### src/rtl/bpde_ram.sv
`default_nettype none
module bpde_ram #(
  parameter int WIDTH = 32,
  parameter int DEPTH = 128
) (
  input  wire logic                     clk_i,
  input  wire logic                     wr_en_i,
  input  wire logic [$clog2(DEPTH)-1:0] wr_addr_i,
  input  wire logic [WIDTH-1:0]         wr_data_i,
  input  wire logic                     rd_en_i,
  input  wire logic [$clog2(DEPTH)-1:0] rd_addr_i,
  output logic      [WIDTH-1:0]         rd_data_o
);

  logic [WIDTH-1:0] mem_q [DEPTH];

  always_ff @(posedge clk_i) begin
    if (wr_en_i) begin
      mem_q[wr_addr_i] <= wr_data_i;
    end
    if (rd_en_i) begin
      rd_data_o <= mem_q[rd_addr_i];
    end
  end

endmodule
`default_nettype wire

### config.mk
export PLATFORM = sky130hd
export DESIGN_NAME = bpde_ram
export DESIGN_NICKNAME = d
export VERILOG_FILES = /design/src/rtl/bpde_ram.sv
export SDC_FILE = /design/constraint.sdc
export NUM_CORES = 2
export LEC_CHECK = 0
export ABC_CLOCK_PERIOD_IN_PS = 3600
export BUFFER_PORTS_ARGS = -buffer_cell sky130_fd_sc_hd__buf_4
export CAP_MARGIN = 20
export CELL_PAD_IN_SITES_DETAIL_PLACEMENT = 1
export CELL_PAD_IN_SITES_GLOBAL_PLACEMENT = 1
export CORE_ASPECT_RATIO = 0.9
export CORE_UTILIZATION = 52
export DETAILED_ROUTE_END_ITERATION = 16
export PLACE_DENSITY_LB_ADDON = 0.1
export SETUP_SLACK_MARGIN = 0.3
export SLEW_MARGIN = 15
export SYNTH_ARGS = -nofsm -noshare
export SYNTH_HDL_FRONTEND = slang
export SYNTH_SLANG_ARGS = --single-unit
### constraint.sdc
create_clock -name clk_i -period 3.6 [get_ports clk_i]
set_input_delay 0.36 -clock clk_i [delete_from_list [all_inputs] [get_ports clk_i]]
set_output_delay 0.36 -clock clk_i [all_outputs]
set_load 0.01 [all_outputs]
Word level (Yosys, flattened, before mapping)

Memory sizes are Yosys's and may differ from the RTL's. A register that Yosys moved wholly into a read port is not among the register bits.
Index checks and enable logic that the tools add are counted.

Register bits after elaboration: 0
Memories: 1
Output and inout port bits: 32
Input port bits: 49
RAM bits: 4096
Word-level logic and storage cells: 3

Muxes and demuxes: 2

Memory list:

| name  | depth | width | read ports | clocked after Yosys merged registers in | wr ports | line | source |
|---|---|---|---|---|---|---|---|
| mem_q | 128   | 32    | 1          | 1                                       | 1        | 15   | `logic [WIDTH-1:0] mem_q [DEPTH];` |

Operators with widths:

| cell    | number |
|---|---|
| $mux W1 | 2 |

Longest topological paths before layout

Word-level depth: 2
Gate-level depth with buffers: 8

Least setup slack after synthesis

Ideal clock, no wire load.

Path kind: in2reg
Start point: in wr_en_i
End point: mem mem_q[98][0], enable pin
Stages on the path: 3
Path buffers: 1
Path slack: 1 ps
Arrival: 3138 ps
Required time: 3139 ps
Path through: clkbuf_1 > nand4_1 > nor3_1

Word-level cells in the longest chain between the ends: 2

Ends and longest elaborated chain:

| what                          | line | source |
|---|---|---|
| start, declared               | 7    | `input wire logic wr_en_i,` |
| $mux W1                       | 18   | `if (wr_en_i) begin` |
| $mux W1 (not written as such) | 19   | `mem_q[wr_addr_i] <= wr_data_i;` |
| end, declared                 | 15   |  |

Every way passes these cells.

==> results.json <==
{
  "dpl_cell_area_um2": 167400,
  "cts_setup_buffers": 0,
  "p_total_w": 0.1010,
  "fin_skew_ns": 0.04231,
  "dr.pass1.iters": 5,
  "viasPerCell": 6.721,
  "synth_area_leaders": "edfxtp_1 (79%), mux4_2 (19%), clkbuf_1 (0.44%), nor2_1 (0.29%), buf_2 (0.25%)",
  "io_pins": 81,
  "period_needed_ns": 2.844,
  "die_h_um": 522.6,
  "yosysTopAreaCellShare_pct": 79.16,
  "final_nets": 6657,
  "grt.overflow.total": 0,
  "arrival_ns": 3.59,
  "top_usage_layer": "met1",
  "hold_class": "primary input to flop",
  "power_switching_w": 0.02148,
  "vias": 73328,
  "critPathMaxFanout": 22,
  "synth_seq_cells": 4128,
  "worst_slack_ns": 0.7555,
  "ys_warn_count": 0,
  "swShare_pct": 21.26,
  "tightestPinTransition_ns": 1.174,
  "slowest_stage": "mux4_2",
  "insertion_delay_ns": 0.99,
  "placementRows": 190,
  "syn_inst": 5990,
  "peakVddDrop_uv": 456.7,
  "max_freq_mhz": 351.6,
  "cts_inserted_buffers": 409,
  "coreArea_um2": 298600,
  "hold_viol": 0,
  "syn_area_um2": 156600,
  "report.final.slew_viol_count": 0,
  "cp_cell_sequence": "buf_16 -> buf_12 -> buf_12 -> buf_4 -> mux4_2 -> mux4_2 -> mux4_2 -> mux2_2",
  "drc_errors": 0,
  "cts.repair.resized": 0,
  "cpMostUsedCell": "mux4_2",
  "antenna_found_initial": 66,
  "met2_usage_pct": 43.56,
  "cts_tree": "built",
  "ant_nets": 0,
  "rsz0062_at_grt": "false",
  "clk_path_buf_depth": 4,
  "seq_area_frac_synth_pct": 79.16,
  "path_class": "primary input to flop",
  "hold_buffers": 15,
  "drt_wl_total_mm": 441.5,
  "final_area_um2": 180900,
  "pre_cts_ws_ns": -0.1881,
  "drt_iter0_drc": 10917,
  "worstPathRequired_ns": 4.34,
  "leakage_nw": 55.74,
  "setup_viol": 0,
  "dpl.hpwl_mm": 247.4,
  "synth_cell_types": 16,
  "met3_usage_pct": 5.546,
  "p_per_area_nw_per_um2": 558.5,
  "avgSynthCellArea_um2": 26.14,
  "chipWidth_um": 580.5,
  "cp-start-kind": "primary input",
  "wl_per_cell_um": 40.47,
  "drive_gt1_share_pct": 37.14,
  "gp_congestion": 0.8144,
  "status": "finished clean",
  "port_buffers": 80,
  "cp-end-kind": "flop",
  "power_frac_clock_pct": 41.8,
  "clock_sinks": 4128,
  "dieArea_um2": 303300,
  "maxSlewHeadroom_pct": 21.71,
  "track_usage_pct": 29.31,
  "grt_pass1_wl_mm": 606.3,
  "cts_root_buf": "clkbuf_16",
  "synth_fp_nets": 6039,
  "use_met1_pct": 44.90,
  "p_seq_share_pct": 52.7,
  "power_frac_comb_pct": 5.5,
  "ctsHtreeMaxLevel": 5,
  "grt_pass1_vias": 74040,
  "fill_cells": 23254,
  "fin_util_pct": 60.58,
  "area_growth_pct": 15.51,
  "grt_start_max_net_pins": 108,
  "clk_transition_reported_paths_ns": 0.07,
  "intPower_w": 0.07954,
  "max_stage_delay_ns": 0.74,
  "synth.largest_area_cell": "edfxtp_1",
  "hold_ws_ns": 0.01027,
  "fin_crit_sh_pct": 79.01,
  "cap_viol_max_count": 0,
  "initial_utilization_pct": 52.45
}
registers in the layout, indices dropped and copies added (netlist names):
register / cells
mem_q: 4096
rd_data_o: 32
power groups by stage:
stage                     combinational (W)  clock, W  sequential (W)
after floorplan                     0.00256         0          0.0542
after global placement              0.00535         0          0.0543
after detailed placement            0.00546         0          0.0543
after CTS                           0.00549    0.0428          0.0533
after global routing                0.00572    0.0443          0.0533
final                               0.00552    0.0422          0.0533
metrics by stage:
| stage | cells | TNS (ns) |
|---|---|---|
| global route | 10898 | 0 |
| detailed placement | 10108 | -1.413 |
| finish | 10911 | 0 |
| global placement | 10108 | -1.157 |
| floorplan | 5990 | 0 |
| CTS | 10864 | 0 |
cell usage in the layout (no fill, tap or decap), types with 11 or more instances in the layout:
master,instances
mux4_2,1344
clkinv_2,74
clkbuf_1,79
nand2_1,11
dlygate4sd3_1,20
clkbuf_16,423
edfxtp_1,4128
buf_12,191
clkinv_1,99
nor2_4,119
clkinvlp_4,12
bufinv_16,40
mux2_2,32
buf_4,301
diode_2,37
cells in the mapped netlist:
cell type / count
nand2_1: 14
clkbuf_1: 182
buf_4: 3
edfxtp_1: 4128
buf_2: 79
nand4_1: 3
nor2b_1: 7
or3_1: 1
nand3_1: 12
nor2_1: 122
mux2_2: 32
mux4_2: 1344
buf_6: 2
nor3_1: 9
nand2b_1: 2
buf_1: 50
cell families (layout without fill, tap and decap cells):
kind of cell | after synthesis | in the layout | synth area share [%]
flip-flops | 4128 | 4128 | 79.16
multiplexers | 1376 | 1376 | 19.56
buffers and inverters | 316 | 1264 | 0.8373
AND/OR/NAND/NOR | 170 | 170 | 0.4450
other | 0 | 37 | 0
path summary, 6_finish.rpt:
check                              startpoint       endpoint  slack (ns)  cells after the start
worst max-delay path             rd_addr_i[0]   rd_data_o[9]        0.76                      8
worst min-delay path             wr_data_i[0]    mem_q[0][0]        0.01                      1
worst max register to register   mem_q[23][9]   rd_data_o[9]        0.78                      4
worst min register to register  mem_q[82][23]  rd_data_o[23]        1.20                      4
metal layers:
layer  share of wire (%)  wire (µm)
met1                  41     181600
met2                  45     200200
met3                  11      46800
met4                 2.9      12820
met5               0.031        138
worst max-delay path, delay by kind of cell:
| family | cells | cell delay, ns |
|---|---|---|
| muxes | 4 | 2.21 |
| buffers and inverters | 4 | 0.89 |
cell type report:
class	instances	area, µm²	area share (%)
diodes	37	92.59	0.05119
clock buffers	502	10880	6.016
clock inverters	239	2193	1.213
multi-input cells	1546	32330	17.87
flip-flops and latches	4128	124000	68.53
well taps	3936	4925	2.723
repair buffers	523	6500	3.594
(Power assumes the default switching activity.)
