**config.mk**
```make
export PLATFORM = sky130hd
export DESIGN_NAME = bpde_fifo
export DESIGN_NICKNAME = d
export VERILOG_FILES = /design/src/rtl/bpde_pkg.sv /design/src/rtl/bpde_fifo.sv
export SDC_FILE = /design/constraint.sdc
export NUM_CORES = 1
export LEC_CHECK = 0
export ABC_AREA = 1
export BUFFER_PORTS_ARGS = -buffer_cell sky130_fd_sc_hd__buf_4
export CAP_MARGIN = 25
export CORE_MARGIN = 10
export CORE_UTILIZATION = 45
export DETAILED_ROUTE_END_ITERATION = 8
export PLACE_DENSITY = 0.74
export SLEW_MARGIN = 20
export SYNTH_ARGS = -nofsm -noshare
export SYNTH_HDL_FRONTEND = slang
export SYNTH_SLANG_ARGS = --single-unit
export TNS_END_PERCENT = 50
```
**constraint.sdc**
```tcl
create_clock -name clk_i -period 1.8 [get_ports clk_i]
set_input_delay 0.09 -clock clk_i [delete_from_list [all_inputs] [get_ports clk_i]]
set_output_delay 0.09 -clock clk_i [all_outputs]
set_load 0.02 [all_outputs]
```
**src/rtl/bpde_pkg.sv**
```systemverilog
`default_nettype none
package bpde_pkg;

  localparam int BLOCK_MAX   = 64;
  localparam int SAMPLE_BITS = 16;
  localparam int ADDR_W      = $clog2(BLOCK_MAX);
  localparam int CNT_W       = ADDR_W + 1;
  localparam int RAM_DEPTH   = 2 * BLOCK_MAX;
  localparam int RAM_AW      = ADDR_W + 1;
  localparam int RAM_W       = 2 * SAMPLE_BITS;
  localparam int CFG_IDX_W   = 3;
  localparam int CFG_DATA_W  = 19;

  localparam logic signed [17:0] DB_FLOOR      = -18'sd25600;
  localparam logic signed [17:0] DB_PER_OCTAVE = 18'sd1541;

  typedef enum logic [CFG_IDX_W-1:0] {
    REG_BAND_GAIN    = 3'd0,
    REG_FEEDBACK_ONE = 3'd1,
    REG_FEEDBACK_TWO = 3'd2,
    REG_THRESHOLD_DB = 3'd3,
    REG_SLOPE        = 3'd4,
    REG_RANGE_DB     = 3'd5,
    REG_LISTEN_MODE  = 3'd6
  } reg_idx_e;

  typedef struct packed {
    logic        [16:0] band_gain;
    logic signed [18:0] feedback_one;
    logic signed [17:0] feedback_two;
    logic signed [15:0] threshold_db;
    logic        [15:0] slope;
    logic        [14:0] range_db;
    logic               listen_mode;
  } cfg_t;

  // One closed block handed from the filter side to the output side.
  typedef struct packed {
    logic                   bank;
    logic [CNT_W-1:0]       count;
    logic                   last;
    logic [SAMPLE_BITS-1:0] peak;
  } desc_t;

  typedef struct packed {
    logic valid;
    logic bank;
  } rel_t;

  function automatic logic [10:0] logt(input logic [4:0] k);
    logic [10:0] v;
    case (k)
      5'd0:    v = 11'd0;
      5'd1:    v = 11'd135;
      5'd2:    v = 11'd262;
      5'd3:    v = 11'd382;
      5'd4:    v = 11'd496;
      5'd5:    v = 11'd605;
      5'd6:    v = 11'd708;
      5'd7:    v = 11'd807;
      5'd8:    v = 11'd902;
      5'd9:    v = 11'd992;
      5'd10:   v = 11'd1080;
      5'd11:   v = 11'd1163;
      5'd12:   v = 11'd1244;
      5'd13:   v = 11'd1322;
      5'd14:   v = 11'd1398;
      5'd15:   v = 11'd1471;
      default: v = 11'd1541;
    endcase
    return v;
  endfunction

  function automatic logic [15:0] expt(input logic [4:0] k);
    logic [15:0] v;
    case (k)
      5'd0:    v = 16'd32768;
      5'd1:    v = 16'd31379;
      5'd2:    v = 16'd30048;
      5'd3:    v = 16'd28774;
      5'd4:    v = 16'd27554;
      5'd5:    v = 16'd26386;
      5'd6:    v = 16'd25267;
      5'd7:    v = 16'd24196;
      5'd8:    v = 16'd23170;
      5'd9:    v = 16'd22188;
      5'd10:   v = 16'd21247;
      5'd11:   v = 16'd20347;
      5'd12:   v = 16'd19484;
      5'd13:   v = 16'd18658;
      5'd14:   v = 16'd17867;
      5'd15:   v = 16'd17110;
      default: v = 16'd16384;
    endcase
    return v;
  endfunction

  function automatic logic signed [31:0] sat32(input logic signed [35:0] v);
    logic signed [31:0] r;
    if (v > 36'sh0_7FFF_FFFF) begin
      r = 32'sh7FFF_FFFF;
    end else if (v < -36'sh0_8000_0000) begin
      r = -32'sh8000_0000;
    end else begin
      r = v[31:0];
    end
    return r;
  endfunction

endpackage
`default_nettype wire

```
**src/rtl/bpde_fifo.sv**
```systemverilog
`default_nettype none
module bpde_fifo (
  input  wire logic            clk_i,
  input  wire logic            rst_ni,
  input  wire logic            push_i,
  input  wire bpde_pkg::desc_t push_data_i,
  input  wire logic            pop_i,
  output bpde_pkg::desc_t      head_o,
  output logic                 empty_o,
  output logic                 full_o
);

  bpde_pkg::desc_t mem_q [2];
  logic       wr_ptr_q, wr_ptr_d;
  logic       rd_ptr_q, rd_ptr_d;
  logic [1:0] cnt_q, cnt_d;

  assign head_o  = mem_q[rd_ptr_q];
  assign empty_o = (cnt_q == 2'd0);
  assign full_o  = (cnt_q == 2'd2);

  always_comb begin
    wr_ptr_d = wr_ptr_q;
    rd_ptr_d = rd_ptr_q;
    cnt_d    = cnt_q;
    if (push_i) begin
      wr_ptr_d = ~wr_ptr_q;
    end
    if (pop_i) begin
      rd_ptr_d = ~rd_ptr_q;
    end
    if (push_i && !pop_i) begin
      cnt_d = cnt_q + 2'd1;
    end else if (!push_i && pop_i) begin
      cnt_d = cnt_q - 2'd1;
    end
  end

  always_ff @(posedge clk_i or negedge rst_ni) begin
    if (!rst_ni) begin
      wr_ptr_q <= 1'b0;
      rd_ptr_q <= 1'b0;
      cnt_q    <= 2'd0;
    end else begin
      wr_ptr_q <= wr_ptr_d;
      rd_ptr_q <= rd_ptr_d;
      cnt_q    <= cnt_d;
    end
  end

  always_ff @(posedge clk_i) begin
    if (push_i) begin
      mem_q[wr_ptr_q] <= push_data_i;
    end
  end

endmodule
`default_nettype wire

```
# Word level (Yosys, flattened, before mapping)

Memory sizes are Yosys's and may differ from the RTL's.
Cells that the tools add are included.

Register bits: 4
Latch bits: 0
Memory bits (writable): 50
Bits in read-only memories: 0
Input port bits: 29
Output and inout port bits: 27
Memories kept: 1

Add/subtract/negate cells: 2
$mul: 0
Div/mod/pow operators: 0
$lt $le $gt $ge: 0
Equal/unequal tests: 1
Shift-type cells: 0
Mux-type cells: 4
Bitwise gates (word level): 2
Reductions and logical operators: 6

Memories:

| name  | words | width | read ports | clocked after Yosys merged registers in | write ports | line            | RTL |
|---|---|---|---|---|---|---|---|
| mem_q | 2     | 25    | 1          | 0                                       | 1           | bpde_fifo.sv:13 | `bpde_pkg::desc_t mem_q [2];` |

Operator list:

| operator                                                            | number |
|---|---|
| 2-bit two-way mux                                                   | 2 |
| 2-bit by 1-bit adder with 2-bit output (second input constant)      | 1 |
| 2-bit == test (second input constant)                               | 1 |
| 1-bit logical AND                                                   | 2 |
| 1-bit zero test                                                     | 2 |
| 2-bit zero test                                                     | 1 |
| 1-bit two-way mux                                                   | 2 |
| 1-bit inverter                                                      | 2 |
| 2-bit nonzero test                                                  | 1 |
| 2-bit by 1-bit subtractor with 2-bit output (second input constant) | 1 |

# Logic depth before layout (Yosys ltp)

Gate-level depths: netlist (run 1).

Depth after elaboration: 4
Mapped depth: 7

# Worst setup path after synthesis (run 1)

No wires, ideal clock.

Path type: flip-flop to flip-flop
Start point: register wr_ptr_q
End point: memory mem_q[0][0] in the netlist's numbering, enable pin
Arrival time: 1.476 ns
Required time: 1.393 ns
Slack: -0.083 ns
Cell stages (with the launch flop): 2
Period minus slack after synthesis: 1.883 ns
Cell sequence: dfrtp_1 nor2_1

RTL lines:

| item                   | line            | RTL |
|---|---|---|
| from (decl)            | bpde_fifo.sv:14 | `logic wr_ptr_q, wr_ptr_d;` |
| from (signal assigned) | bpde_fifo.sv:45 | `wr_ptr_q <= wr_ptr_d;` |
| to (decl)              | bpde_fifo.sv:13 |  |

Straight into the memory's write port.

==> results of run 1 <==
## registers in the layout, indices dropped and copies added (netlist names)
register / cells
cnt_q: 2
rd_ptr_q: 1
mem_q: 50
wr_ptr_q: 1
## worst paths after layout
kind                       startpoint           to  depth (start not counted)
setup / recovery             rd_ptr_q   head_o[23]                          3
hold / removal                 push_i     wr_ptr_q                          2
setup reg to reg             wr_ptr_q  mem_q[1][6]                          3
hold reg to reg              cnt_q[1]     cnt_q[1]                          2
max in group asynchronous      rst_ni     cnt_q[0]                          2
min in group asynchronous      rst_ni     rd_ptr_q                          2
## worst max-delay path: cells and delay by family, from the launching register on
family / cells / cell delay, ps
buffers and inverters: 2 / 400
flip-flops: 1 / 490
multiplexers: 1 / 360
## synth_stat cells (all sizes together)
cell type	number
buf	3
nand4	1
ha	1
xnor2	1
nand2	5
edfxtp	50
xor2	2
nor2	3
nand3	1
dfrtp	4
inv	7
mux2	25
## report_power, final
part	internal (uW)	switching (uW)
registers	1670	115
logic	868	837
clock network	550	354
total	3090	1310
## cell type report
cell class / count / area, um2
multi-input combinational: 39 / 435
clock inverter: 3 / 63.8
inverter: 7 / 26.3
sequential: 54 / 1600
timing repair buffer: 87 / 733
tap: 52 / 65.1
clock buffer: 5 / 68.8
fill: 305 / 1450
## routing by layer
layer	wire (um)	global-route usage	up-vias
met1	1540	0.108	534
met2	2040	0.188	48
li1	-	-	563
met4	24	0.0308	0
met5	0	0	-
met3	320	0.0395	4
## per-stage QoR
stage          hold WS (ps)  instance area (um2)  utilization
2_1_floorplan          -206                 2110            -
3_3_place_gp           -112                 2590        0.583
3_5_place_dp           -111                 2590        0.583
4_1_cts                1.25                 2990        0.674
5_1_grt                2.60                 2990        0.674
6_report               10.3                 2990        0.674
## logic make-up after synthesis
| logic type | count (synthesis) | synth area share |
|---|---|---|
| adder cells (fa/ha/maj) | 1 | 0.00592 |
| AND/OR/NAND/NOR | 10 | 0.0195 |
| buffers and inverters | 10 | 0.0367 |
| XOR/XNOR | 3 | 0.0124 |
| multiplexers | 25 | 0.167 |
| flip-flops | 54 | 0.758 |
## repair_timing
item	4_1_cts	5_1_grt
setup buffers	0	0
gates resized for setup	0	0
hold buffers	27	0
endpoints found under the hold margin	55	0
endpoints found under the setup margin	0	0
==> impl_results.rst, run 1 <==
.. list-table::
   :header-rows: 1

   * - Metric
     - Value
   * - Outcome
     - finished, final reports clean
   * - Routed vias
     - 1149
   * - Maximum achievable frequency
     - 604 MHz
   * - Remaining global-route overflow
     - 0
   * - Area fraction of the dominant cell type after synthesis
     - 0.711
   * - Bufs on Longest Clock Path
     - 2
   * - Clock tree from TritonCTS
     - yes
   * - Clock root buffer
     - clkbuf_8
   * - Post-DR wirelength/cell
     - 15.9 um
   * - Number of buffers inserted during clock tree synthesis
     - 5
   * - Via count of the first global-routing pass
     - 1307
   * - Clock tree skew after final layout
     - 4.24 ps
   * - Total Negative Setup Slacks
     - 0 ps
   * - Net Count, Synth
     - 133
   * - Initial cell density of the core
     - 0.475
   * - Final weighted congestion in routability-driven placement
     - 0.656
   * - Die Outline Area
     - 7830 um2
   * - Layout Nets
     - 224
   * - Syn Std Cell Area
     - 2110 um2
   * - Number of DRC markers after the initial detailed-route iteration
     - 60
   * - Worst path setup slack after routing
     - 145 ps
   * - Power Density
     - 1470 nW/um2
   * - Floorplan core area
     - 4440 um2
   * - Worst setup EP type
     - output pin
   * - Detailed placer's ending HPWL
     - 2990 um
   * - Fraction of final layout cells with drive strength greater than 1
     - 0.477
   * - Row count
     - 24
   * - Number of setup violations in the final report
     - 0
   * - Most frequent cells in the layout
     - 59 x buf_4, 50 x edfxtp_1, 27 x dlygate4sd3_1
   * - Non-filler instance count after layout
     - 247
   * - Final WL
     - 3920 um
   * - Master of the slowest instance on the critical path
     - dfrtp_1
   * - TritonCTS sink count
     - 54
   * - Highest fanout seen on the critical path
     - 23
   * - RSZ-0062 raised after global routing
     - no
   * - Synth Register Bits
     - 54
   * - Peak supply drop
     - 1020 uV
   * - Clk pin slew, worst setup/hold paths
     - 90 ps
   * - Remaining routing DRC violations
     - 0
   * - Worst reg-to-reg setup slack
     - 500 ps
   * - Synth cell types
     - 14
   * - Area Overhead vs Synth
     - 41.8%
   * - Hold Crit Class
     - in -> reg
   * - Largest area contributor in the synthesized netlist
     - edfxtp_1
   * - Final period utilization
     - 0.919
   * - Maximum level of the CTS H-tree
     - 2
   * - Max-slew violation count
     - 0
   * - Worst-margin pin slew
     - 336 ps
   * - Tightest slew margin relative to the limit
     - 0.776
   * - Critical-path cell list
     - buf_12, mux2_2, buf_4
   * - Global-route total usage across every layer
     - 0.103
   * - Leading cell type in the layout, fill and taps excluded
     - buf_4
   * - PnR Total Power
     - 4400 uW
   * - Crit Path Class
     - reg -> out
   * - Io pins
     - 56
   * - Number of max-cap violations
     - 0
   * - Dpl cells
     - 212
   * - Port bufs
     - 55
   * - Data required time at the worst endpoint
     - 1710 ps
   * - Number of failing hold endpoints at the final stage
     - 0
   * - Remaining antenna violation count after routing
     - 0
   * - Peak per-stage delay on the critical path
     - 490 ps
   * - YS warnings
     - 0
   * - Gate count after technology mapping
     - 103
   * - Most area-consuming cells after synthesis
     - edfxtp_1 71%, mux2_4 14%, dfrtp_1 4.7%
   * - Final critical delay including setup and external delays
     - 1650 ps
   * - Data arrival time of the critical path
     - 1560 ps
   * - Clock latency at the later pin of the worst-skew pair
     - 290 ps
   * - Sequential element share of the synthesized area
     - 0.758
   * - Worst slack at placement
     - 454 ps
   * - Width of the chip
     - 88.5 um
   * - Inserted Diodes
     - 0
   * - Type of origin of the critical path
     - register
   * - Syn avg cell area
     - 20.5 um2
   * - Antenna violations before repair
     - 0
   * - Global-route wire length before repair
     - 6250 um
   * - Drt via density
     - 4.65
   * - Leakage Power
     - 0.00125 uW
   * - Die outline height
     - 88.5 um
   * - First-pass detailed-route iteration total
     - 4
   * - Pin count of the biggest net entering global routing
     - 24
(Power assumes the default switching activity.)
==> run 2: changes to the inputs <==
Settings changed: CORE_MARGIN 10 to default, PLACE_DENSITY 0.74 to 0.71.
Clock period 1.8 ns to 1.9 ns, I/O delays scaled along.
==> run 2 against run 1 <==
Highest routed layer unchanged. Power shrank 8.8%. Wire length shrank 8.0%. Clock skew is 3.8 ps higher. Die area shrank 37%. The flow now finishes with violations (design-rule violations). Final area decreased by 0.63%. Global-route usage up 6.2 points. Register-to-register slack gained 330 ps. Clock-buffer cell count stayed put. Non-clock buffer count grew 2.
==> impl_results.rst, run 2 (same netlist as run 1, synthesis figures left out) <==
.. list-table::
   :header-rows: 1

   * - Metric
     - Value
   * - Clk pin slew, worst setup/hold paths
     - 90 ps (about the same)
   * - Most frequent cells in the layout
     - 61 x buf_4, 50 x edfxtp_1, 28 x dlygate4sd3_1
   * - Worst setup EP type
     - output pin
   * - Bufs on Longest Clock Path
     - 2 (unchanged)
   * - Clock latency at the later pin of the worst-skew pair
     - 300 ps (about the same)
   * - Maximum level of the CTS H-tree
     - 2 (unchanged)
   * - Critical-path cell list
     - buf_4, mux2_2, buf_4
   * - CP bufs+invs
     - 2 (unchanged)
   * - Final critical delay including setup and external delays
     - 1540 ps
   * - Number of failing hold endpoints at the final stage
     - 0 (unchanged)
   * - Remaining routing DRC violations
     - 12 (+12)
   * - Clock root buffer
     - clkbuf_8
   * - Drt via density
     - 4.71 (+1.3%)
   * - Layout Nets
     - 226 (+0.89%)
   * - Final weighted congestion in routability-driven placement
     - 0.648 (-1.3%)
   * - Worst path setup slack after routing
     - 360 ps (+215 ps)
   * - Io pins
     - 56 (unchanged)
   * - Port bufs
     - 55 (unchanged)
   * - Worst flop-to-flop path endpoint
     - mem_q[0][0]
   * - Power Density
     - 1350 nW/um2 (-8.2%)
   * - Hold Crit Class
     - in -> async
   * - Detailed placer's ending HPWL
     - 2440 um (-18%)
   * - Number of DRC markers after the initial detailed-route iteration
     - 88 (+47%)
   * - Worst-margin pin slew
     - 229 ps (-108 ps)
   * - Number of flip-flops in the largest register
     - 50 (unchanged)
   * - Peak supply drop
     - 592 uV (-42%)
   * - Row count
     - 24 (unchanged)
   * - Data required time at the worst endpoint
     - 1800 ps (+90 ps)
   * - Critical path's most frequent cell
     - buf_4
   * - Post_cts resized
     - 0 (unchanged)
   * - Register with the most flip-flops
     - mem_q
   * - Die outline height
     - 70.5 um (-20%)
   * - Inserted Diodes
     - 0 (unchanged)
   * - Clock tree skew after final layout
     - 8.05 ps (+3.81 ps)
   * - Peak per-stage delay on the critical path
     - 370 ps (-120 ps)
   * - Global-route wire length before repair
     - 5970 um (-4.5%)
   * - Clock tree from TritonCTS
     - yes
   * - Remaining antenna violation count after routing
     - 0 (unchanged)
   * - Routed vias
     - 1173 (+2.1%)
   * - Max-slew violation count
     - 0 (unchanged)
   * - Width of the chip
     - 70.5 um (-20%)
   * - Failing checks
     - design-rule violations
   * - Maximum achievable frequency
     - 649 MHz
   * - Top delay family on crit path
     - buffers and inverters
   * - Worst reg2reg startpoint
     - wr_ptr_q
   * - Die Outline Area
     - 4970 um2 (-37%)
   * - Area Overhead vs Synth
     - 40.9%
   * - Worst reg-to-reg setup slack
     - 830 ps (+330 ps)
   * - Number of setup violations in the final report
     - 0 (unchanged)
   * - Worst slack at placement
     - 679 ps (+226 ps)
   * - Master of the slowest instance on the critical path
     - mux2_2
   * - Floorplan core area
     - 4440 um2 (unchanged)
   * - Final WL
     - 3610 um (-8.0%)
   * - Type of origin of the critical path
     - register
   * - TritonCTS sink count
     - 54 (unchanged)
   * - Via count of the first global-routing pass
     - 1252 (-4.2%)
   * - Outcome
     - finished with violations
   * - Fraction of final layout cells with drive strength greater than 1
     - 0.482 (+0.00531)
   * - Final period utilization
     - 0.810
   * - RSZ-0062 raised after global routing
     - no
   * - Pin count of the biggest net entering global routing
     - 17 (-29%)
   * - Highest fanout seen on the critical path
     - 13 (-43%)
   * - Number of max-cap violations
     - 0 (unchanged)
   * - Leading cell type in the layout, fill and taps excluded
     - buf_4
   * - Leading registers by flop count
     - mem_q: 50 flops, cnt_q: 2 flops
   * - Antenna violations before repair
     - 0 (unchanged)
   * - Number of buffers inserted during clock tree synthesis
     - 5 (unchanged)
   * - Data arrival time of the critical path
     - 1440 ps (-120 ps)
   * - First-pass detailed-route iteration total
     - 6 (+2)
   * - Leakage Power
     - 0.00124 uW (-0.28%)
   * - Post-DR wirelength/cell
     - 14.5 um (-8.7%)
   * - Total Negative Setup Slacks
     - 0 ps (unchanged)
   * - Crit Path Class
     - reg -> out
   * - Remaining global-route overflow
     - 0 (unchanged)
   * - Initial cell density of the core
     - 0.475 (unchanged)
   * - Global-route total usage across every layer
     - 0.166 (+0.0624)
   * - Tightest slew margin relative to the limit
     - 0.848 (+0.0719)
   * - Number of cell instances on the worst register-to-register path
     - 2 (-1)
==> run 2: changes by cell type in the layout (fill, tap and decap cells not counted), sizes merged <==
cell,before,now
dlygate4sd3,27,28
bufinv,2,1
clkinv,1,2
buf,60,61
==> run 2: cell type report <==
cell class / count / area [um2]
Inverter: 7 / 26.3
Multi-Input combinational cell: 39 / 435
Clock inverter: 3 / 40.0
Sequential cell: 54 / 1600
Clock buffer: 5 / 68.8
Fill cell: 321 / 1470
Tap cell: 52 / 65.1
Timing Repair Buffer: 89 / 738
==> run 2: per-stage QoR <==
step | util | hold WS (ps) | instances | instance area (um2) | total power, uW
2_1_floorplan | - | -201 | 103 | 2110 | 2790
3_5_place_dp | 0.582 | -105 | 213 | 2590 | 3280
3_3_place_gp | 0.582 | -105 | 213 | 2590 | 3230
5_1_grt | 0.669 | 99.5 | 249 | 2980 | 4210
4_1_cts | 0.669 | 104 | 249 | 2980 | 4060
6_report | 0.669 | 113 | 249 | 2980 | 4010
==> run 2: routing by layer <==
metal	global-route usage	share of wire	up-vias
li1	-	-	566
met1	0.199	0.40	564
met2	0.272	0.53	38
met3	0.0606	0.056	5
met4	0.0658	0.015	0
met5	0	0	-
==> run 2: what timing repair did <==
action                                 CTS  global route
hold buffers                            28             0
endpoints found under the hold margin   56             0
setup buffers                            0             0
==> run 2: report_power, final <==
group	total (uW)	internal [uW]	switching, uW
Sequential	1670	1580	86.9
Clock	736	388	349
Combinational	1600	811	793
==> run 2: worst max-delay path by stage <==
stage | from | endpoint | depth (start not counted)
after floorplan | wr_ptr_q | mem_q[0][0] | 1
after global placement | rd_ptr_q | head_o[23] | 3
after global routing | rd_ptr_q | head_o[23] | 3
after CTS | rd_ptr_q | head_o[23] | 3
after detailed placement | rd_ptr_q | head_o[23] | 3
final | rd_ptr_q | head_o[23] | 3
