$ cat src/rtl/bpde_pkg.sv
`default_nettype none
package bpde_pkg;

  localparam int BLOCK_MAX   = 64;
  localparam int SAMPLE_BITS = 16;
  localparam int ADDR_W      = $clog2(BLOCK_MAX);
  localparam int CNT_W       = ADDR_W + 1;
  localparam int RAM_DEPTH   = 2 * BLOCK_MAX;
  localparam int RAM_AW      = ADDR_W + 1;
  localparam int RAM_W       = 2 * SAMPLE_BITS;
  localparam int CFG_IDX_W   = 3;
  localparam int CFG_DATA_W  = 19;

  localparam logic signed [17:0] DB_FLOOR      = -18'sd25600;
  localparam logic signed [17:0] DB_PER_OCTAVE = 18'sd1541;

  typedef enum logic [CFG_IDX_W-1:0] {
    REG_BAND_GAIN    = 3'd0,
    REG_FEEDBACK_ONE = 3'd1,
    REG_FEEDBACK_TWO = 3'd2,
    REG_THRESHOLD_DB = 3'd3,
    REG_SLOPE        = 3'd4,
    REG_RANGE_DB     = 3'd5,
    REG_LISTEN_MODE  = 3'd6
  } reg_idx_e;

  typedef struct packed {
    logic        [16:0] band_gain;
    logic signed [18:0] feedback_one;
    logic signed [17:0] feedback_two;
    logic signed [15:0] threshold_db;
    logic        [15:0] slope;
    logic        [14:0] range_db;
    logic               listen_mode;
  } cfg_t;

  // One closed block handed from the filter side to the output side.
  typedef struct packed {
    logic                   bank;
    logic [CNT_W-1:0]       count;
    logic                   last;
    logic [SAMPLE_BITS-1:0] peak;
  } desc_t;

  typedef struct packed {
    logic valid;
    logic bank;
  } rel_t;

  function automatic logic [10:0] logt(input logic [4:0] k);
    logic [10:0] v;
    case (k)
      5'd0:    v = 11'd0;
      5'd1:    v = 11'd135;
      5'd2:    v = 11'd262;
      5'd3:    v = 11'd382;
      5'd4:    v = 11'd496;
      5'd5:    v = 11'd605;
      5'd6:    v = 11'd708;
      5'd7:    v = 11'd807;
      5'd8:    v = 11'd902;
      5'd9:    v = 11'd992;
      5'd10:   v = 11'd1080;
      5'd11:   v = 11'd1163;
      5'd12:   v = 11'd1244;
      5'd13:   v = 11'd1322;
      5'd14:   v = 11'd1398;
      5'd15:   v = 11'd1471;
      default: v = 11'd1541;
    endcase
    return v;
  endfunction

  function automatic logic [15:0] expt(input logic [4:0] k);
    logic [15:0] v;
    case (k)
      5'd0:    v = 16'd32768;
      5'd1:    v = 16'd31379;
      5'd2:    v = 16'd30048;
      5'd3:    v = 16'd28774;
      5'd4:    v = 16'd27554;
      5'd5:    v = 16'd26386;
      5'd6:    v = 16'd25267;
      5'd7:    v = 16'd24196;
      5'd8:    v = 16'd23170;
      5'd9:    v = 16'd22188;
      5'd10:   v = 16'd21247;
      5'd11:   v = 16'd20347;
      5'd12:   v = 16'd19484;
      5'd13:   v = 16'd18658;
      5'd14:   v = 16'd17867;
      5'd15:   v = 16'd17110;
      default: v = 16'd16384;
    endcase
    return v;
  endfunction

  function automatic logic signed [31:0] sat32(input logic signed [35:0] v);
    logic signed [31:0] r;
    if (v > 36'sh0_7FFF_FFFF) begin
      r = 32'sh7FFF_FFFF;
    end else if (v < -36'sh0_8000_0000) begin
      r = -32'sh8000_0000;
    end else begin
      r = v[31:0];
    end
    return r;
  endfunction

endpackage
`default_nettype wire

$ cat src/rtl/bpde_front.sv
`default_nettype none
module bpde_front (
  input  wire logic                              clk_i,
  input  wire logic                              rst_ni,
  input  wire bpde_pkg::cfg_t                    cfg_i,
  input  wire logic                              in_valid_i,
  output logic                                   in_ready_o,
  input  wire logic signed [bpde_pkg::SAMPLE_BITS-1:0] in_sample_i,
  input  wire logic                              in_last_i,
  output logic                                   wr_en_o,
  output logic [bpde_pkg::RAM_AW-1:0]            wr_addr_o,
  output logic [bpde_pkg::RAM_W-1:0]             wr_data_o,
  output logic                                   push_o,
  output bpde_pkg::desc_t                        desc_o,
  input  wire logic                              q_full_i,
  input  wire bpde_pkg::rel_t                    rel_i
);

  typedef enum logic [2:0] {F_IDLE, F_MUL, F_ACC, F_FB, F_UPD} fstate_e;

  fstate_e state_q, state_d;
  logic signed [15:0] x_q, x_d;
  logic               last_q, last_d;
  logic signed [33:0] p0_q, p0_d;
  logic signed [15:0] y_q, y_d;
  logic signed [34:0] pa1_q, pa1_d;
  logic signed [33:0] pa2_q, pa2_d;
  logic signed [31:0] s1_q, s1_d;
  logic signed [31:0] s2_q, s2_d;
  logic [bpde_pkg::ADDR_W-1:0] fill_q, fill_d;
  logic [15:0] peak_q, peak_d;
  logic        bank_q, bank_d;
  logic [1:0]  busy_q, busy_d;

  logic signed [34:0] acc, acc_r;
  logic signed [18:0] y_sh;
  logic signed [15:0] y_sat;
  logic signed [16:0] y_neg;
  logic [15:0]        mag, peak_new;
  logic               close;

  always_comb begin
    acc   = 35'(p0_q) + 35'(s1_q);
    acc_r = acc + 35'sd32768;
    y_sh  = acc_r[34:16];
    if (y_sh > 19'sd32767) begin
      y_sat = 16'sh7FFF;
    end else if (y_sh < -19'sd32768) begin
      y_sat = -16'sh8000;
    end else begin
      y_sat = y_sh[15:0];
    end
    y_neg    = -17'(y_q);
    mag      = y_q[15] ? y_neg[15:0] : y_q;
    peak_new = (mag > peak_q) ? mag : peak_q;
    close    = last_q || (fill_q == bpde_pkg::ADDR_W'(bpde_pkg::BLOCK_MAX - 1));
  end

  assign in_ready_o = (state_q == F_IDLE) && !busy_q[bank_q];
  assign wr_en_o    = (state_q == F_UPD);
  assign wr_addr_o  = {bank_q, fill_q};
  assign wr_data_o  = {y_q, x_q};
  assign push_o     = (state_q == F_UPD) && close;

  always_comb begin
    desc_o.bank  = bank_q;
    desc_o.count = bpde_pkg::CNT_W'(fill_q) + bpde_pkg::CNT_W'(1);
    desc_o.last  = last_q;
    desc_o.peak  = peak_new;
  end

  always_comb begin
    state_d = state_q;
    x_d     = x_q;
    last_d  = last_q;
    p0_d    = p0_q;
    y_d     = y_q;
    pa1_d   = pa1_q;
    pa2_d   = pa2_q;
    s1_d    = s1_q;
    s2_d    = s2_q;
    fill_d  = fill_q;
    peak_d  = peak_q;
    bank_d  = bank_q;
    busy_d  = busy_q;
    if (rel_i.valid) begin
      busy_d[rel_i.bank] = 1'b0;
    end
    case (state_q)
      F_IDLE: begin
        if (in_valid_i && in_ready_o) begin
          x_d     = in_sample_i;
          last_d  = in_last_i;
          state_d = F_MUL;
        end
      end
      F_MUL: begin
        p0_d    = $signed({1'b0, cfg_i.band_gain}) * x_q;
        state_d = F_ACC;
      end
      F_ACC: begin
        y_d     = y_sat;
        state_d = F_FB;
      end
      F_FB: begin
        pa1_d   = cfg_i.feedback_one * y_q;
        pa2_d   = cfg_i.feedback_two * y_q;
        state_d = F_UPD;
      end
      F_UPD: begin
        s1_d = bpde_pkg::sat32(36'(s2_q) - 36'(pa1_q));
        s2_d = bpde_pkg::sat32(-36'(p0_q) - 36'(pa2_q));
        if (close) begin
          fill_d         = '0;
          peak_d         = '0;
          bank_d         = ~bank_q;
          busy_d[bank_q] = 1'b1;
        end else begin
          fill_d = fill_q + bpde_pkg::ADDR_W'(1);
          peak_d = peak_new;
        end
        state_d = F_IDLE;
      end
      default: state_d = F_IDLE;
    endcase
  end

  always_ff @(posedge clk_i or negedge rst_ni) begin
    if (!rst_ni) begin
      state_q <= F_IDLE;
      s1_q    <= '0;
      s2_q    <= '0;
      fill_q  <= '0;
      peak_q  <= '0;
      bank_q  <= 1'b0;
      busy_q  <= '0;
    end else begin
      state_q <= state_d;
      s1_q    <= s1_d;
      s2_q    <= s2_d;
      fill_q  <= fill_d;
      peak_q  <= peak_d;
      bank_q  <= bank_d;
      busy_q  <= busy_d;
    end
  end

  always_ff @(posedge clk_i) begin
    x_q   <= x_d;
    last_q <= last_d;
    p0_q  <= p0_d;
    y_q   <= y_d;
    pa1_q <= pa1_d;
    pa2_q <= pa2_d;
  end

  a_no_push_full : assert property (@(posedge clk_i) disable iff (!rst_ni)
    push_o |-> !q_full_i) else $error("block queue overflow");
  a_write_free_bank : assert property (@(posedge clk_i) disable iff (!rst_ni)
    wr_en_o |-> !busy_q[bank_q]) else $error("write into a bank still being read");
  a_release_busy : assert property (@(posedge clk_i) disable iff (!rst_ni)
    rel_i.valid |-> busy_q[rel_i.bank]) else $error("release of an idle bank");
  a_close_resets : assert property (@(posedge clk_i) disable iff (!rst_ni)
    push_o |=> (fill_q == '0) && (peak_q == '0)) else $error("block state not cleared");

endmodule
`default_nettype wire

$ cat config.mk
export PLATFORM = sky130hd
export DESIGN_NAME = bpde_front
export DESIGN_NICKNAME = d
export VERILOG_FILES = /design/src/rtl/bpde_pkg.sv /design/src/rtl/bpde_front.sv
export SDC_FILE = /design/constraint.sdc
export NUM_CORES = 2
export LEC_CHECK = 0
export BUFFER_PORTS_ARGS = -buffer_cell sky130_fd_sc_hd__clkbuf_2
export CORE_ASPECT_RATIO = 0.9
export CORE_MARGIN = 5
export CORE_UTILIZATION = 23
export DETAILED_ROUTE_END_ITERATION = 10
export HOLD_SLACK_MARGIN = 0.15
export PLACE_DENSITY = 0.38
export SYNTH_ARGS = -nofsm -noshare
export SYNTH_HDL_FRONTEND = slang
export SYNTH_SLANG_ARGS = --single-unit
export TNS_END_PERCENT = 10
$ cat constraint.sdc
create_clock -name clk_i -period 7.8 [get_ports clk_i]
set_input_delay 0.78 -clock clk_i [delete_from_list [all_inputs] [get_ports clk_i]]
set_output_delay 0.78 -clock clk_i [all_outputs]
set_load 0.01 [all_outputs]
Word level (Yosys, flattened, before mapping)
Index checks and enable logic that the tools add are counted.
{"block": "word_totals", "ff_bits": 228, "in_bits": 125, "out_inout_bits": 67, "word_cells": 75}
{"block": "classes", "n_addsub": 8, "mul": 3, "order_cmp": 11, "n_eq_ne": 6, "n_mux": 20, "bitwise": 4, "reduce_logical": 10}
{"operator": "two-way mux 32 bit", "count": 4}
{"operator": "greater-than comparator 36 x 32 -> 1 bit, second input constant", "count": 2}
{"operator": "< comparator 36 x 32 -> 1 bit, second input constant", "count": 2}
{"operator": "multiplier 18 x 16 -> 34 bit", "count": 2}
{"operator": "two-way mux 16 bit", "count": 4}
{"operator": "negator 34 -> 36 bit", "count": 1}
{"operator": "subtractor 32 x 35 -> 36 bit", "count": 1}
{"operator": "subtractor 36 x 34 -> 36 bit", "count": 1}
{"operator": "adder 34 x 32 -> 35 bit", "count": 1}
{"operator": "adder 35 x 17 -> 35 bit, second input constant", "count": 1}
{"operator": "multiplier 19 x 16 -> 35 bit", "count": 1}
{"operator": "greater-than comparator 19 x 16 -> 1 bit, second input constant", "count": 1}
{"operator": "< comparator 19 x 16 -> 1 bit, second input constant", "count": 1}
{"operator": "greater-than comparator 16 bit", "count": 1}
{"operator": "negator 16 bit", "count": 1}
{"operator": "case mux 3 bit (4 select lines)", "count": 1}
{"operator": "adder 6 x 1 -> 7 bit, second input constant", "count": 1}
{"operator": "adder 6 x 1 -> 6 bit, second input constant", "count": 1}
{"operator": "equality test 3 x 2 -> 1 bit, second input constant", "count": 2}
{"operator": "equality test 6 bit, second input constant", "count": 1}
{"operator": "two-way mux 2 bit", "count": 3}
{"operator": "two-way mux 6 bit", "count": 1}
{"operator": "logical AND 1 bit", "count": 5}
{"operator": "< comparator 1 x 2 -> 1 bit, second input constant", "count": 2}
{"operator": "15 further kinds", "count": 21}

Depth between registers and ports, before layout
{"block": "logic_depth", "depth_word": 10, "depth_mapped": 27, "ltp_nobuf": 25}

Worst setup path after synthesis
No wires, ideal clock.
{"block": "synth_path", "kind": "input port to flip-flop", "start": "in cfg_i[95] (netlist bit)", "end": "reg p0_q[32], data pin", "setup_time_ps": 260, "arrival_time_ps": 6738, "required_ps": 7540, "setup_slack_ps": 801, "stages": 21, "path_buffers": 1, "cell_sequence": "clkbuf_1 -> nand2_1 -> fa_1 -> fa_1 -> fa_1 -> fa_1 -> inv_1 -> fa_1 -> fa_1 -> ha_1 -> a21o_1 -> a21oi_1 -> nor2b_1 -> a311o_1 -> a32oi_1 -> o31ai_1 -> a311o_1 -> a41o_1 -> o31ai_2 -> mux2i_1 -> nand2_1"}
{"block": "synth_via", "elab_chain_cells": 1}
{"element": "start: declaration", "line_no": "bpde_front.sv:5", "rtl": "input wire bpde_pkg::cfg_t cfg_i,"}
{"element": "multiplier 18 x 16 -> 34 bit", "line_no": "bpde_front.sv:98", "rtl": "p0_d = $signed({1'b0, cfg_i.band_gain}) * x_q;"}
{"element": "end signal: assignment", "line_no": "bpde_front.sv:151", "rtl": "p0_q <= p0_d;"}
{"element": "end: declaration", "line_no": "bpde_front.sv:24", "rtl": "logic signed [33:0] p0_q, p0_d;"}
Every way passes these cells.
A chain may end at the register's enable or synchronous reset.

Worst setup path in the final report
{"block": "layout_path", "start": "reg y_q[1]", "end": "reg pa1_q[32], data pin"}
{"block": "layout_via", "elab_chain_cells": 1}
{"element": "start: declaration", "line_no": "bpde_front.sv:25", "rtl": "logic signed [15:0] y_q, y_d;"}
{"element": "start signal: assignment", "line_no": "bpde_front.sv:152", "rtl": "y_q <= y_d;"}
{"element": "multiplier 19 x 16 -> 35 bit", "line_no": "bpde_front.sv:106", "rtl": "pa1_d = cfg_i.feedback_one * y_q;"}
{"element": "end signal: assignment", "line_no": "bpde_front.sv:153", "rtl": "pa1_q <= pa1_d;"}
{"element": "end: declaration", "line_no": "bpde_front.sv:26", "rtl": "logic signed [34:0] pa1_q, pa1_d;"}
Every way passes these cells.

==> summary.md <==
| Metric | Value |
|---|---|
| Status | `complete, no violations` |
| Wirelength per Cell | `16.62 um` |
| Root buffer cell | `clkbuf_16` |
| Clock Pin Slew Worst Setup and Hold Paths | `around 0.060 ns` |
| Via density | `4.265` |
| Most common cell on crit path | `fa_1` |
| Crit path DAT | `~7.8 ns` |
| Total core area | `196200 um^2` |
| Post-Synth Simple-Gate Area | `approximately 14%` |
| Startpoint Class | `flop` |
| CTS buffer count | `27` |
| Gp weighted congestion | `slightly below 0.8` |
| Critical path origin | `y_q[1]$_SDFFCE_PN1N_` |
| Hold-fix buffers, CTS | `0` |
| Final #Nets | `approximately 6400` |
| Ys async rst share | `40.35%` |
| Total gr overflow | `0` |
| I/O pin count | `between 150 and 200` |
| CP max stage cell | `fa_1` |
| RR Startpoint | `y_q[1]$_SDFFCE_PN1N_` |
| Vias post-DR | `32401` |
| Post-DP HPWL | `approximately 110 mm` |
| DRC viols | `0` |
| Worst Hold Class | `in2async` |
| Synth Area in Compound Gates | `a little under a tenth` |
| Initial Util | `approximately 23%` |
| FF+latch count, synth | `between 200 and 250` |
| Clk_lat worst skew | `roughly 0.60 ns` |
| Final setup fails | `0` |
| Setup CP Type | `reg2reg` |
| Largest net degree at the start of global routing | `64` |
| Multiplexer share of the synthesized area | `less than 1%` |
| Largest fanout on the critical path | `24` |
| Synth Area in XOR/XNOR | `3.816%` |
| Count of cell types in the netlist | `77` |
| Final count of pins violating max slew | `0` |
| Crit path largest cell delay | `between 0.5 and 0.6 ns` |
| Max-cap viol count | `0` |
| Post-synth EDFFs | `around 140` |
| Hold Fails Final Rpt | `0` |
| Max-slew headroom | `about a third` |
| FF-to-FF path depth | `23` |
| Layout cells sized above 1 | `roughly 7.5%` |
| DRT Pass-1 Iters | `5` |
| CP cell instances | `buf_12, buf_4, nand2_1, fa_1, fa_1, inv_1, fa_1, inv_1, fa_1, fa_1, fa_1, inv_1, ha_1, and4_1, nand3_1, a211oi_1, o211ai_1, a2111oi_0, buf_4, o311ai_0, o21ai_0, a21oi_1, xnor2_1` |
| Post-DRT Antenna Nets | `0` |
| CTS tree | `yes` |
| Crit path to | `pa1_q[32]$_DFFE_PP_` |
| Detailed Route Iter0 Violations | `1758` |
| Syn nets | `6272` |
| Clock sinks | `228` |
| Most common cell after layout, fill and taps aside | `inv_1` |
| Syn Std Cell Area | `between 40000 and 50000 um^2` |
| Ys flop type | `edfxtp_1` |
| First-pass GRT wire length | `~200 mm` |
| Die area | `~210000 um^2` |
| CTS Buffer Depth | `3` |
| Area delta synth->final | `11.81%` |
| # port buffers | `approximately 140` |
| Final worst path period share | `a little over nine tenths` |
| Critical Path RT | `~8 ns` |
| Final WL | `126.2 mm` |
| R2R setup slack | `about 0.39 ns` |
| Vias in the first global route | `34225` |
| Main combinational cell family by area after synthesis | `adder cells` |
| Max Clk Rate | `approximately 130 MHz` |
| Placement Rows | `approximately 150` |
| Reg-to-reg endpoint | `pa1_q[32]$_DFFE_PP_` |
| Sequential element share of the synthesized area | `between 10% and 20%` |
| Slew at the pin closest to its max-slew limit | `between 1 and 1.5 ns` |
| Sum Neg Setup Slack | `0 ns` |
| Syn avg cell area | `9.353 um^2` |
| Initial antenna violation count | `5` |
| Syn Inst Count | `between 4000 and 5000` |
| All-Layer GR Usage | `around an eighth` |
| CTS H-tree depth | `1` |
| Most frequent cells in the layout | `inv_1 (1062), fa_1 (804), nand2_1 (524)` |
| DIE WIDTH | `between 400 and 500 um` |
| RSZ-0062 raised after global routing | `false` |
| Crit end category | `flop` |
| Synth Area in Adders | `48.74%` |
| YS warnings | `0` |
| DIE HEIGHT | `431.7 um` |
| Worst Clk Skew | `between 0.015 and 0.02 ns` |
| Final Critical Period | `~7.4 ns` |
## Yosys cell counts, types with 9 or more instances
cell / count / area share (%)
edfxtp_1: 136 / 9.0
xor2_1: 64 / 1.2
a21oi_1: 199 / 2.2
o211ai_1: 13 / 0.21
nand2b_1: 40 / 0.55
a31oi_1: 13 / 0.18
a31o_2: 9 / 0.17
a221o_1: 33 / 0.73
inv_1: 1062 / 8.8
clkbuf_1: 164 / 1.4
xnor2_1: 134 / 2.6
o21a_1: 31 / 0.51
o31ai_1: 10 / 0.17
and3_1: 13 / 0.18
a22o_1: 17 / 0.33
a211oi_1: 13 / 0.21
or2_2: 11 / 0.15
nand4_1: 17 / 0.23
dfrtp_1: 92 / 5.1
o21bai_1: 22 / 0.36
ha_1: 484 / 13
nor2b_1: 26 / 0.36
nand2_1: 525 / 4.3
nor3_1: 24 / 0.26
nand3_1: 36 / 0.40
and2_1: 405 / 5.6
a21o_1: 89 / 1.5
o21ai_0: 86 / 0.95
fa_1: 804 / 35
nor2_1: 155 / 1.3
## layout make-up
cell class	count	area [um^2]
clock inverter	17	206.4
tap	2574	3221
clock buffer	30	686.9
antenna	2	5.005
timing repair buffer	292	1927
sequential	228	6386
multi-input combinational	3391	34390
fill	21329	145300
inverter	1063	3990
## how the worst min path moves through the flow
stage,cells past startpoint,from,endpoint,slack [ns]
after detailed placement,1,busy_q[1]$_DFF_PN0_,busy_q[1]$_DFF_PN0_,0.49
after floorplan,1,busy_q[1]$_DFF_PN0_,busy_q[1]$_DFF_PN0_,0.46
final,1,rst_ni,s1_q[0]$_DFFE_PN0P_,0.26
after CTS,1,rst_ni,s2_q[0]$_DFFE_PN0P_,0.25
after global placement,1,peak_q[9]$_DFFE_PN0P_,peak_q[9]$_DFFE_PN0P_,0.48
after global routing,1,rst_ni,s1_q[0]$_DFFE_PN0P_,0.30
## through the flow
| step | std cells | util [%] | hold slack (ns) | setup WS (ns) | cell area [um^2] |
|---|---|---|---|---|---|
| after floorplan | 4859 | - | 0.4606 | 0.8013 | 45450 |
| after global placement | 7541 | 25.40 | 0.4825 | 0.07710 | 49830 |
| after detailed placement | 7541 | 25.40 | 0.4853 | 0.1073 | 49830 |
| after CTS | 7588 | 25.86 | 0.2492 | 0.08480 | 50720 |
| after global routing | 7596 | 25.90 | 0.2980 | 0.001547 | 50810 |
| final | 7597 | 25.91 | 0.2579 | 0.3884 | 50810 |
## sequential cells by signal, indices dropped and copies added, names as in the netlist
register,flops
pa1_q,35
fill_q,6
busy_q,2
pa2_q,34
bank_q,1
p0_q,34
s1_q,32
s2_q,32
x_q,16
state_q,3
y_q,16
last_q,1
peak_q,16
## cell families (layout without fill, tap and decap cells)
kind of cell,count (synthesis),in the layout
fa+ha+maj,1288,1288
simple gates,1288,1288
buf+inv,1240,1402
compound gates,612,612
flops,228,228
xor+xnor,198,198
mux,5,5
other cells,0,2
## critical path, delay by kind of cell, from the launching register on
kind / cells / cell delay (ns)
adder cells (fa/ha/maj): 7 / 3.31
buffers and inverters: 6 / 0.86
AND/OR/NAND/NOR: 3 / 0.54
flip-flops: 1 / 0.38
XOR/XNOR: 1 / 0.14
AO/OA/AOI/OAI: 6 / 1.90
## repair_timing
item / in CTS / in global routing
setup endpoints to repair: 0 / 12
buffers inserted: 0 / 7
gates resized for setup: 0 / 1
hold endpoints to repair: 0 / 0
## per-layer routing
metal	up-vias	track usage, %	share of wire, %	wire length, um
met3	57	0.9210	2.8	3488
li1	15369	-	-	-
met2	431	21.25	49	61870
met5	-	0	0	0
met4	0	1.145	1.1	1333
met1	16544	17.35	47	59550
Power is left out: the tool's default activity adds up to more than one toggle a clock period on the data nets, which glitch-free logic cannot reach.
